## src/design/angle_kalman_filter_assert.svh

```systemverilog
// Assertion macros shared by the angle Kalman filter RTL.
// Define ASSERT_OFF to compile the checks away.
`ifndef ANGLE_KALMAN_FILTER_ASSERT_SVH
`define ANGLE_KALMAN_FILTER_ASSERT_SVH
`ifndef ASSERT_OFF
`define AKF_ASSERT_IMP(label, clk, rstn, ante, cons, msg) \
    label: assert property (@(posedge clk) disable iff (!rstn) (ante) |-> (cons)) \
        else $error(msg);
`define AKF_ASSERT_NEXT(label, clk, rstn, ante, cons, msg) \
    label: assert property (@(posedge clk) disable iff (!rstn) (ante) |=> (cons)) \
        else $error(msg);
`else
`define AKF_ASSERT_IMP(label, clk, rstn, ante, cons, msg)
`define AKF_ASSERT_NEXT(label, clk, rstn, ante, cons, msg)
`endif
`endif

```

## src/design/akf_pkg.sv

```systemverilog
// Types and constants for the angle Kalman filter.
// No dependencies.
package akf_pkg;
    localparam int unsigned WordW = 32;
    localparam int unsigned ProdW = 64;
    localparam int unsigned CntW  = 7;

    typedef enum logic [1:0] {
        REG_TIME_STEP     = 2'd0,
        REG_ANGLE_NOISE   = 2'd1,
        REG_BIAS_NOISE    = 2'd2,
        REG_MEASURE_NOISE = 2'd3
    } reg_idx_t;

    typedef enum logic [1:0] {
        OP_MUL = 2'd0,
        OP_ADD = 2'd1,
        OP_SUB = 2'd2,
        OP_DIV = 2'd3
    } op_t;

    typedef struct packed {
        op_t        op;
        logic [3:0] dst;
        logic [3:0] src_a;
        logic [3:0] src_b;
    } uop_t;

    // Register file slots.
    localparam logic [3:0] R_DT = 4'd0, R_QA = 4'd1, R_QB = 4'd2, R_R = 4'd3,
        R_RATE = 4'd4, R_ACC = 4'd5, R_ANG = 4'd6, R_BIAS = 4'd7,
        R_P00 = 4'd8, R_P01 = 4'd9, R_P10 = 4'd10, R_P11 = 4'd11,
        R_T = 4'd12, R_U = 4'd13, R_K0 = 4'd14, R_K1 = 4'd15;

    localparam int unsigned UopW = 6;

    // R_ANG holds the predicted angle from step 2 on; R_T and R_U are scratch,
    // and R_U holds s, then the innovation.
    function automatic uop_t uop_at(logic [UopW-1:0] pc);
        uop_t u;
        u = '{OP_ADD, R_T, R_T, R_T};
        case (pc)
            6'd0:  u = '{OP_SUB, R_U, R_RATE, R_BIAS};
            6'd1:  u = '{OP_MUL, R_U, R_DT, R_U};
            6'd2:  u = '{OP_ADD, R_ANG, R_ANG, R_U};
            6'd3:  u = '{OP_MUL, R_T, R_DT, R_P11};
            6'd4:  u = '{OP_SUB, R_T, R_T, R_P01};
            6'd5:  u = '{OP_SUB, R_T, R_T, R_P10};
            6'd6:  u = '{OP_ADD, R_T, R_T, R_QA};
            6'd7:  u = '{OP_MUL, R_T, R_DT, R_T};
            6'd8:  u = '{OP_ADD, R_P00, R_P00, R_T};
            6'd9:  u = '{OP_MUL, R_T, R_DT, R_P11};
            6'd10: u = '{OP_SUB, R_P01, R_P01, R_T};
            6'd11: u = '{OP_SUB, R_P10, R_P10, R_T};
            6'd12: u = '{OP_MUL, R_T, R_QB, R_DT};
            6'd13: u = '{OP_ADD, R_P11, R_P11, R_T};
            6'd14: u = '{OP_ADD, R_U, R_P00, R_R};
            6'd15: u = '{OP_DIV, R_K0, R_P00, R_U};
            6'd16: u = '{OP_DIV, R_K1, R_P10, R_U};
            6'd17: u = '{OP_SUB, R_U, R_ACC, R_ANG};
            6'd18: u = '{OP_MUL, R_T, R_K0, R_U};
            6'd19: u = '{OP_ADD, R_ANG, R_ANG, R_T};
            6'd20: u = '{OP_MUL, R_T, R_K1, R_U};
            6'd21: u = '{OP_ADD, R_BIAS, R_BIAS, R_T};
            6'd22: u = '{OP_MUL, R_T, R_K0, R_P00};
            6'd23: u = '{OP_MUL, R_U, R_K1, R_P00};
            6'd24: u = '{OP_SUB, R_P10, R_P10, R_U};
            6'd25: u = '{OP_SUB, R_P00, R_P00, R_T};
            6'd26: u = '{OP_MUL, R_T, R_K0, R_P01};
            6'd27: u = '{OP_MUL, R_U, R_K1, R_P01};
            6'd28: u = '{OP_SUB, R_P11, R_P11, R_U};
            6'd29: u = '{OP_SUB, R_P01, R_P01, R_T};
            default: u = '{OP_ADD, R_T, R_T, R_T};
        endcase
        return u;
    endfunction

    localparam logic [UopW-1:0] LastPc = 6'd29;
endpackage

```

## src/design/angle_kalman_filter.sv

```systemverilog
// Angle Kalman filter top level: a micro-coded sequencer over one bit-serial
// multiply and divide unit plus a combinational saturating adder. Uses akf_pkg.
//
//  channel | dir | handshake               | payload
//  s_      | in  | s_tvalid / s_tready     | s_tdata: gyro_rate, accel_angle
//  m_      | out | m_tvalid / m_tready     | m_tdata: angle_estimate; m_tuser: saturated
//  cfg_    | in  | cfg_wr_en               | cfg_index, cfg_data
//
// One item runs 30 micro-steps: 17 adds, 11 multiplies (load, one step per
// multiplier bit, write) and 2 divisions (load, one step per quotient bit, write);
// a division by a non-positive sum writes zero and sets the saturated flag.
// Reset (aresetn low, synchronous) restores the constants, estimate, covariance and state.
// A new item is taken once the previous result has left the output register.
module angle_kalman_filter #(
    parameter int unsigned FRAC_BITS = 16
) (
    input  logic        aclk,
    input  logic        aresetn,
    input  logic        s_tvalid,
    output logic        s_tready,
    input  logic [15:0] s_tdata,   // [7:0] gyro_rate, [15:8] accel_angle
    output logic        m_tvalid,
    input  logic        m_tready,
    output logic [31:0] m_tdata,   // [31:0] angle_estimate
    output logic        m_tuser,   // [0] saturated
    input  logic        cfg_wr_en,
    input  logic [1:0]  cfg_index,
    input  logic [30:0] cfg_data
);
    localparam int unsigned W = akf_pkg::WordW;
    localparam int unsigned PW = akf_pkg::ProdW;
    localparam int unsigned DivBits = W + FRAC_BITS;
    localparam int unsigned DivCntW = $clog2(DivBits + 1);
    localparam logic signed [PW-1:0] MaxW = PW'(64'sh0000_0000_7FFF_FFFF);
    localparam logic signed [PW-1:0] MinW = -PW'(64'sh0000_0000_8000_0000);

    typedef enum logic [2:0] {ST_IDLE, ST_FETCH, ST_MUL, ST_DIV, ST_OUT} state_t;

    state_t state_reg;
    logic [akf_pkg::UopW-1:0] pc_reg;
    logic signed [W-1:0] rf_reg [16];
    logic clip_reg;
    logic [DivCntW-1:0] cnt_reg;
    logic [W-1:0] mcand_reg;
    logic [W-1:0] mplier_reg;
    logic signed [PW-1:0] acc_reg;
    logic a_neg_reg, b_neg_reg;
    logic [DivBits-1:0] dnum_reg;
    logic [W:0] rem_reg;
    logic [W-1:0] dden_reg;
    logic [DivBits-1:0] quo_reg;
    logic res_neg_reg;
    logic m_tvalid_reg;
    logic [W-1:0] m_tdata_reg;
    logic m_tuser_reg;

    akf_pkg::uop_t uop;
    logic signed [W-1:0] opa, opb;
    logic signed [W+1:0] addsub;
    logic signed [W-1:0] sat_add;
    logic add_clip;
    logic signed [PW-1:0] prod_full, prod_sh;
    logic signed [W-1:0] mul_res;
    logic mul_clip;
    logic [W:0] rem_try;
    logic [W:0] rem_sh;
    logic signed [PW-1:0] quo_s;
    logic signed [W-1:0] div_res;
    logic div_clip;
    logic [W-1:0] mag_a;

    assign uop = akf_pkg::uop_at(pc_reg);
    assign opa = rf_reg[uop.src_a];
    assign opb = rf_reg[uop.src_b];
    assign addsub = (uop.op == akf_pkg::OP_SUB) ? (W+2)'(opa) - (W+2)'(opb)
                                                 : (W+2)'(opa) + (W+2)'(opb);
    always_comb begin
        add_clip = 1'b0;
        sat_add = addsub[W-1:0];
        if (addsub > (W+2)'(MaxW)) begin
            add_clip = 1'b1;
            sat_add = W'(MaxW);
        end else if (addsub < (W+2)'(MinW)) begin
            add_clip = 1'b1;
            sat_add = W'(MinW);
        end
    end

    // Signed product from magnitude accumulation; arithmetic shift floors.
    assign prod_full = (a_neg_reg ^ b_neg_reg) ? -acc_reg : acc_reg;
    assign prod_sh = prod_full >>> FRAC_BITS;
    always_comb begin
        mul_clip = 1'b0;
        mul_res = prod_sh[W-1:0];
        if (prod_sh > MaxW) begin
            mul_clip = 1'b1;
            mul_res = W'(MaxW);
        end else if (prod_sh < MinW) begin
            mul_clip = 1'b1;
            mul_res = W'(MinW);
        end
    end

    assign rem_sh = {rem_reg[W-1:0], dnum_reg[DivBits-1]};
    assign rem_try = rem_sh - {1'b0, dden_reg};
    assign quo_s = res_neg_reg ? -PW'(quo_reg) : PW'(quo_reg);
    always_comb begin
        div_clip = 1'b0;
        div_res = quo_s[W-1:0];
        if (quo_s > MaxW) begin
            div_clip = 1'b1;
            div_res = W'(MaxW);
        end else if (quo_s < MinW) begin
            div_clip = 1'b1;
            div_res = W'(MinW);
        end
    end
    assign mag_a = opa[W-1] ? W'(-opa) : W'(opa);

    assign s_tready = (state_reg == ST_IDLE) && !m_tvalid_reg;
    assign m_tvalid = m_tvalid_reg;
    assign m_tdata  = m_tdata_reg;
    assign m_tuser  = m_tuser_reg;

    always_ff @(posedge aclk) begin
        if (!aresetn) begin
            state_reg <= ST_IDLE;
            pc_reg <= '0;
            clip_reg <= 1'b0;
            m_tvalid_reg <= 1'b0;
            cnt_reg <= '0;
            rf_reg[akf_pkg::R_DT] <= W'(655);
            rf_reg[akf_pkg::R_QA] <= W'(66);
            rf_reg[akf_pkg::R_QB] <= W'(197);
            rf_reg[akf_pkg::R_R] <= W'(1966);
            rf_reg[akf_pkg::R_ANG] <= '0;
            rf_reg[akf_pkg::R_BIAS] <= '0;
            rf_reg[akf_pkg::R_P00] <= W'(1) << FRAC_BITS;
            rf_reg[akf_pkg::R_P01] <= '0;
            rf_reg[akf_pkg::R_P10] <= '0;
            rf_reg[akf_pkg::R_P11] <= W'(1) << FRAC_BITS;
        end else begin
            if (m_tvalid_reg && m_tready) begin
                m_tvalid_reg <= 1'b0;
            end
            if (cfg_wr_en) begin
                unique case (akf_pkg::reg_idx_t'(cfg_index))
                    akf_pkg::REG_TIME_STEP:
                        rf_reg[akf_pkg::R_DT] <= W'(cfg_data[15:0]);
                    akf_pkg::REG_ANGLE_NOISE: rf_reg[akf_pkg::R_QA] <= W'(cfg_data);
                    akf_pkg::REG_BIAS_NOISE:  rf_reg[akf_pkg::R_QB] <= W'(cfg_data);
                    akf_pkg::REG_MEASURE_NOISE: rf_reg[akf_pkg::R_R] <= W'(cfg_data);
                    default: ;
                endcase
            end
            unique case (state_reg)
                ST_IDLE: begin
                    if (s_tvalid && s_tready) begin
                        // Whole-unit inputs shifted into fixed point, clipped if needed.
                        rf_reg[akf_pkg::R_RATE] <= W'(
                            (PW'($signed(s_tdata[7:0])) <<< FRAC_BITS) > MaxW ? MaxW :
                            (PW'($signed(s_tdata[7:0])) <<< FRAC_BITS) < MinW ? MinW :
                            (PW'($signed(s_tdata[7:0])) <<< FRAC_BITS));
                        rf_reg[akf_pkg::R_ACC] <= W'(
                            (PW'($signed(s_tdata[15:8])) <<< FRAC_BITS) > MaxW ? MaxW :
                            (PW'($signed(s_tdata[15:8])) <<< FRAC_BITS) < MinW ? MinW :
                            (PW'($signed(s_tdata[15:8])) <<< FRAC_BITS));
                        clip_reg <= 1'b0;
                        pc_reg <= '0;
                        state_reg <= ST_FETCH;
                    end
                end
                ST_FETCH: begin
                    unique case (uop.op) inside
                        akf_pkg::OP_ADD, akf_pkg::OP_SUB: begin
                            rf_reg[uop.dst] <= sat_add;
                            clip_reg <= clip_reg | add_clip;
                            if (pc_reg == akf_pkg::LastPc) begin
                                state_reg <= ST_OUT;
                            end else begin
                                pc_reg <= pc_reg + 1'b1;
                            end
                        end
                        akf_pkg::OP_MUL: begin
                            mcand_reg <= mag_a;
                            mplier_reg <= opb[W-1] ? W'(-opb) : W'(opb);
                            a_neg_reg <= opa[W-1];
                            b_neg_reg <= opb[W-1];
                            acc_reg <= '0;
                            cnt_reg <= DivCntW'(W);
                            state_reg <= ST_MUL;
                        end
                        default: begin
                            if (opb > 0) begin
                                dnum_reg <= DivBits'(mag_a) << FRAC_BITS;
                                dden_reg <= opb;
                                rem_reg <= '0;
                                quo_reg <= '0;
                                res_neg_reg <= opa[W-1];
                                cnt_reg <= DivCntW'(DivBits);
                                state_reg <= ST_DIV;
                            end else begin
                                rf_reg[uop.dst] <= '0;
                                clip_reg <= 1'b1;
                                pc_reg <= pc_reg + 1'b1;
                            end
                        end
                    endcase
                end
                ST_MUL: begin
                    if (cnt_reg == '0) begin
                        rf_reg[uop.dst] <= mul_res;
                        clip_reg <= clip_reg | mul_clip;
                        pc_reg <= pc_reg + 1'b1;
                        state_reg <= ST_FETCH;
                    end else begin
                        // Multiplier bit from the top, accumulator doubles each step.
                        acc_reg <= (acc_reg <<< 1) +
                            (mplier_reg[W-1] ? PW'(mcand_reg) : PW'(0));
                        mplier_reg <= mplier_reg << 1;
                        cnt_reg <= cnt_reg - 1'b1;
                    end
                end
                ST_DIV: begin
                    if (cnt_reg == '0) begin
                        rf_reg[uop.dst] <= div_res;
                        clip_reg <= clip_reg | div_clip;
                        pc_reg <= pc_reg + 1'b1;
                        state_reg <= ST_FETCH;
                    end else begin
                        if (!rem_try[W]) begin
                            rem_reg <= rem_try;
                            quo_reg <= {quo_reg[DivBits-2:0], 1'b1};
                        end else begin
                            rem_reg <= rem_sh;
                            quo_reg <= {quo_reg[DivBits-2:0], 1'b0};
                        end
                        dnum_reg <= dnum_reg << 1;
                        cnt_reg <= cnt_reg - 1'b1;
                    end
                end
                ST_OUT: begin
                    m_tvalid_reg <= 1'b1;
                    m_tdata_reg <= rf_reg[akf_pkg::R_ANG];
                    m_tuser_reg <= clip_reg;
                    state_reg <= ST_IDLE;
                end
                default: state_reg <= ST_IDLE;
            endcase
        end
    end

`include "angle_kalman_filter_assert.svh"

    `AKF_ASSERT_NEXT(a_out_hold, aclk, aresetn, m_tvalid && !m_tready, m_tvalid, "result dropped")
    `AKF_ASSERT_IMP(a_busy_no_take, aclk, aresetn, state_reg != ST_IDLE, !s_tready, "item taken while busy")
    `AKF_ASSERT_NEXT(a_take_starts, aclk, aresetn, s_tvalid && s_tready, state_reg == ST_FETCH && pc_reg == '0, "sequence not started")
    `AKF_ASSERT_NEXT(a_out_from_last, aclk, aresetn, state_reg == ST_OUT, m_tvalid && state_reg == ST_IDLE, "result not posted")
endmodule
```

## config.mk

```make
export PLATFORM = sky130hd
export DESIGN_NAME = angle_kalman_filter
export DESIGN_NICKNAME = d
export VERILOG_FILES = /design/src/design/akf_pkg.sv /design/src/design/angle_kalman_filter.sv
export VERILOG_INCLUDE_DIRS = /design/src /design/src/design
export SDC_FILE = /design/constraint.sdc
export NUM_CORES = 2
export LEC_CHECK = 0
export BUFFER_PORTS_ARGS = -buffer_cell sky130_fd_sc_hd__clkbuf_2
export CORE_ASPECT_RATIO = 1.5
export CORE_MARGIN = 2
export CORE_UTILIZATION = 58
export CTS_CLUSTER_SIZE = 10
export DETAILED_ROUTE_END_ITERATION = 12
export HOLD_SLACK_MARGIN = 0.1
export PLACE_DENSITY = 0.77
export SYNTH_ARGS = -nofsm -noshare
export SYNTH_HDL_FRONTEND = slang
export SYNTH_SLANG_ARGS = --single-unit
```

## constraint.sdc

```tcl
create_clock -name aclk -period 7.25 [get_ports aclk]
set_input_delay 0.725 -clock aclk [delete_from_list [all_inputs] [get_ports aclk]]
set_output_delay 0.725 -clock aclk [all_outputs]
set_load 0.01 [all_outputs]
```

==> flow_metrics.env <==
export IMPL_status="completed"
export IMPL_yosysWarnings=0
export IMPL_critPathCaptureType="register"
export IMPL_hold_viol=0
export IMPL_async_flop_share_pct=0
export IMPL_io_buffers=88
export IMPL_htreeDepth=3
export IMPL_syn_nets=5170
export IMPL_synth_edf_count=820
export IMPL_arrival_ns=7.58
export IMPL_required_ns=7.70
export IMPL_grt_max_degree=88
export IMPL_grt_antenna_before_repair=15
export IMPL_insertion_delay_ns=0.74
export IMPL_drt_iter0_drc=6753
export IMPL_max_slew_margin_pct=7.049
export IMPL_antenna_left=0
export IMPL_hold_class="input port to register"
export IMPL_reg2reg_depth=26
export IMPL_area_growth_pct=11.80
export IMPL_vias_per_cell=7.118
export IMPL_clock_root_buffer="clkbuf_16"
export IMPL_setup_viol=0
export IMPL_power_density_nw_per_um2=342.5
export IMPL_yosysSeqAreaShare_pct=48.87
export IMPL_ir_drop_mv=0.4635
export IMPL_core_um2=88690
export IMPL_grt_pass1_wl_mm=279.1
export IMPL_cts_hold_buf=0
export IMPL_finalSetupTns_ns=0
export IMPL_io_pins=89
export IMPL_place_area_um2=54650
export IMPL_finClkSkew_ns=0.04710
export IMPL_ys_ff_latch=851
export IMPL_initial_core_util_pct=58.25
export IMPL_min_period_ns=7.128
export IMPL_die_w_um=247.7
export IMPL_slew_viol_final=0
export IMPL_fin_crit_sh_pct=98.31
export IMPL_drive_gt1_share_pct=16.19
export IMPL_crit_fanout=19
export IMPL_top_layer_used="met5"
export IMPL_cts_tree="built"
export IMPL_row_count=134
export IMPL_cts_made_buffers=96
export IMPL_finalInstanceArea_um2=57760
export IMPL_pre_cts_ws_ns=-0.05387
export IMPL_grt_pass1_vias=43590
export IMPL_wl_met1_mm=60.89
export IMPL_worst_pin_slew_ns=1.393
export IMPL_route_met3_wl_mm=23.64
export IMPL_critPathLaunchType="register"
export IMPL_ys_types=96
export IMPL_dp_hpwl_mm=129.0
export IMPL_vias=44770
export IMPL_track_usage_pct=41.98
export IMPL_die_area_um2=91520
export IMPL_syn_area_per_cell_um2=10.33
export IMPL_power_leakage_nw=21.30
export IMPL_nNetsFinal=5250
export IMPL_syn_cell_area_um2=51660
export IMPL_r2r_slack_ns=0.12
export IMPL_clock_sinks=851
export IMPL_gr_total_overflow=0
export IMPL_wirelength_mm=193.4
export IMPL_path_clk_slew_ns=0.06
export IMPL_wl_met2_mm=87.70
export IMPL_netlist_instances=4999
export IMPL_setup_worst_path_end="rf_reg[4][28]"
export IMPL_critPathKind="register to register"
export IMPL_die_h_um=369.5
export IMPL_clk_path_buf_depth=3
export IMPL_worst_slack_ns=0.1223
export IMPL_first_pass_iters=12
export IMPL_drv_cap=0
export IMPL_power_total_w=0.01978
export IMPL_ys_flop_type="edfxtp_1"
export IMPL_largest_reg_flops=512
export IMPL_max_freq_mhz=140.3
export IMPL_r2r_end="rf_reg[4][28]"
export IMPL_drc=0
export IMPL_wl_per_cell_um=30.75
export IMPL_place_gp_congestion=1.022
worst min path at each step:
stage,startpoint,endpoint,depth (start not counted)
after floorplan,clip_reg,m_tuser,0
after global placement,cnt_reg[5],cnt_reg[5],2
after detailed placement,cnt_reg[5],cnt_reg[5],2
after CTS,m_tready,m_tvalid,2
after global routing,m_tready,m_tvalid,2
final,m_tready,m_tvalid,2
worst max-delay path, cell delays in order (launching register included):
cell       delay, ns
dfxtp_4         0.52
buf_4           0.34
buf_6           0.29
mux2_2          0.37
a21oi_1         0.14
o21ai_0         0.18
nand3_1         0.12
o21ai_1         0.24
nor4_2          0.38
and2_1          0.24
a21oi_1         0.10
xnor2_1         0.34
ha_1            0.39
a21o_1          0.21
a21oi_1         0.14
nor2b_1         0.07
or4bb_1         0.57
a2111oi_0       0.42
nor4_1          0.10
buf_4           0.17
o211a_1         0.12
a311o_1         0.34
buf_4           0.18
or3_1           0.37
nand2_1         0.20
buf_12          0.17
o21ai_0         0.09
stage by stage:
| stage | instances | util (%) | hold slack [ns] |
|---|---|---|---|
| floorplan | 4999 | - | 0.4304 |
| global placement | 6124 | 61.62 | 0.4619 |
| detailed placement | 6124 | 61.62 | 0.4735 |
| CTS | 6265 | 64.71 | 0.1593 |
| global route | 6285 | 65.11 | 0.1709 |
| finish | 6290 | 65.12 | 0.1719 |
synth_stat cells (15+ instances only):
cell / number / area, um^2
clkbuf_1: 259 / 972.2
mux2i_1: 99 / 991.0
o22ai_1: 19 / 118.9
dfxtp_1: 31 / 620.6
edfxtp_1: 820 / 24620
nor3b_1: 16 / 120.1
nor3_1: 108 / 540.5
o221ai_1: 18 / 157.7
inv_1: 167 / 626.9
nand2_1: 474 / 1779
and2_1: 51 / 319.1
o31ai_1: 49 / 367.9
nor4_1: 47 / 294.0
buf_2: 54 / 270.3
nand3_1: 108 / 540.5
and3_1: 74 / 462.9
or3_1: 40 / 250.2
a21oi_1: 256 / 1281
nor2_1: 547 / 2053
o21ai_0: 344 / 1722
nand4_1: 34 / 212.7
a211oi_1: 22 / 165.2
or2_2: 26 / 162.7
o21a_1: 17 / 127.6
nand2b_1: 36 / 225.2
o211ai_1: 28 / 210.2
buf_1: 35 / 131.4
xnor2_1: 168 / 1471
mux4_2: 81 / 1824
or4_1: 15 / 112.6
mux2_2: 148 / 1667
a32oi_1: 15 / 131.4
o21bai_1: 16 / 120.1
o21ai_1: 28 / 140.1
xor2_1: 107 / 937.2
a21o_1: 55 / 412.9
a2bb2oi_1: 18 / 157.7
a31oi_1: 38 / 237.7
a221oi_1: 132 / 1156
nor2b_1: 49 / 306.5
ha_1: 114 / 1426
where the power goes:
part | internal [W] | total [W] | switching (W) | leakage, nW
combinational | 0.00309 | 0.00897 | 0.00588 | 11.8
sequential | 0.00619 | 0.00634 | 0.000147 | 8.23
clock | 0.00244 | 0.00447 | 0.00203 | 1.31
layout make-up:
class                   instances  area, um^2
fillers                      6818       30940
inverters                     172       645.6
well taps                    1156        1446
clock buffers                 130        2540
flip-flops and latches        851       25260
multi-input cells            3613       24650
diodes                         12       30.03
repair buffers                345        2999
clock inverters                11       186.4
repair_timing:
item,in CTS,in global routing
cloned,0,3
setup endpoints to repair,17,496
setup buffers,0,7
resized for setup,3,33
pin swaps,0,5
layer usage:
layer,track usage [%],vias up
met2,65.15,3539
li1,-,18800
met3,11.98,1173
met4,37.34,6
met5,0,-
met1,46.83,21250
layout by cell type, fill, tap and decap left out, drive strengths merged, types with 99 or more instances in the layout:
cell    Yosys  layout
edfxtp    820     820
nor2      547     547
nand2     474     474
o21ai     385     385
a21oi     256     256
buf       103     253
clkbuf    260     222
inv       168     171
xnor2     168     168
mux2      148     148
a221oi    132     132
ha        114     114
nand3     109     109
nor3      108     108
xor2      107     107
mux2i      99      99
cell families after synthesis:
group | count (synthesis) | share of synthesized area (%)
multiplexers | 328 | 8.675
AND/OR/NAND/NOR | 1678 | 15.23
buffers and inverters | 535 | 4.180
AO/OA/AOI/OAI | 1215 | 15.51
flip-flops | 851 | 48.87
XOR/XNOR | 275 | 4.662
adder cells (fa/ha/maj) | 117 | 2.877
Power figures use the tool's default switching activity.
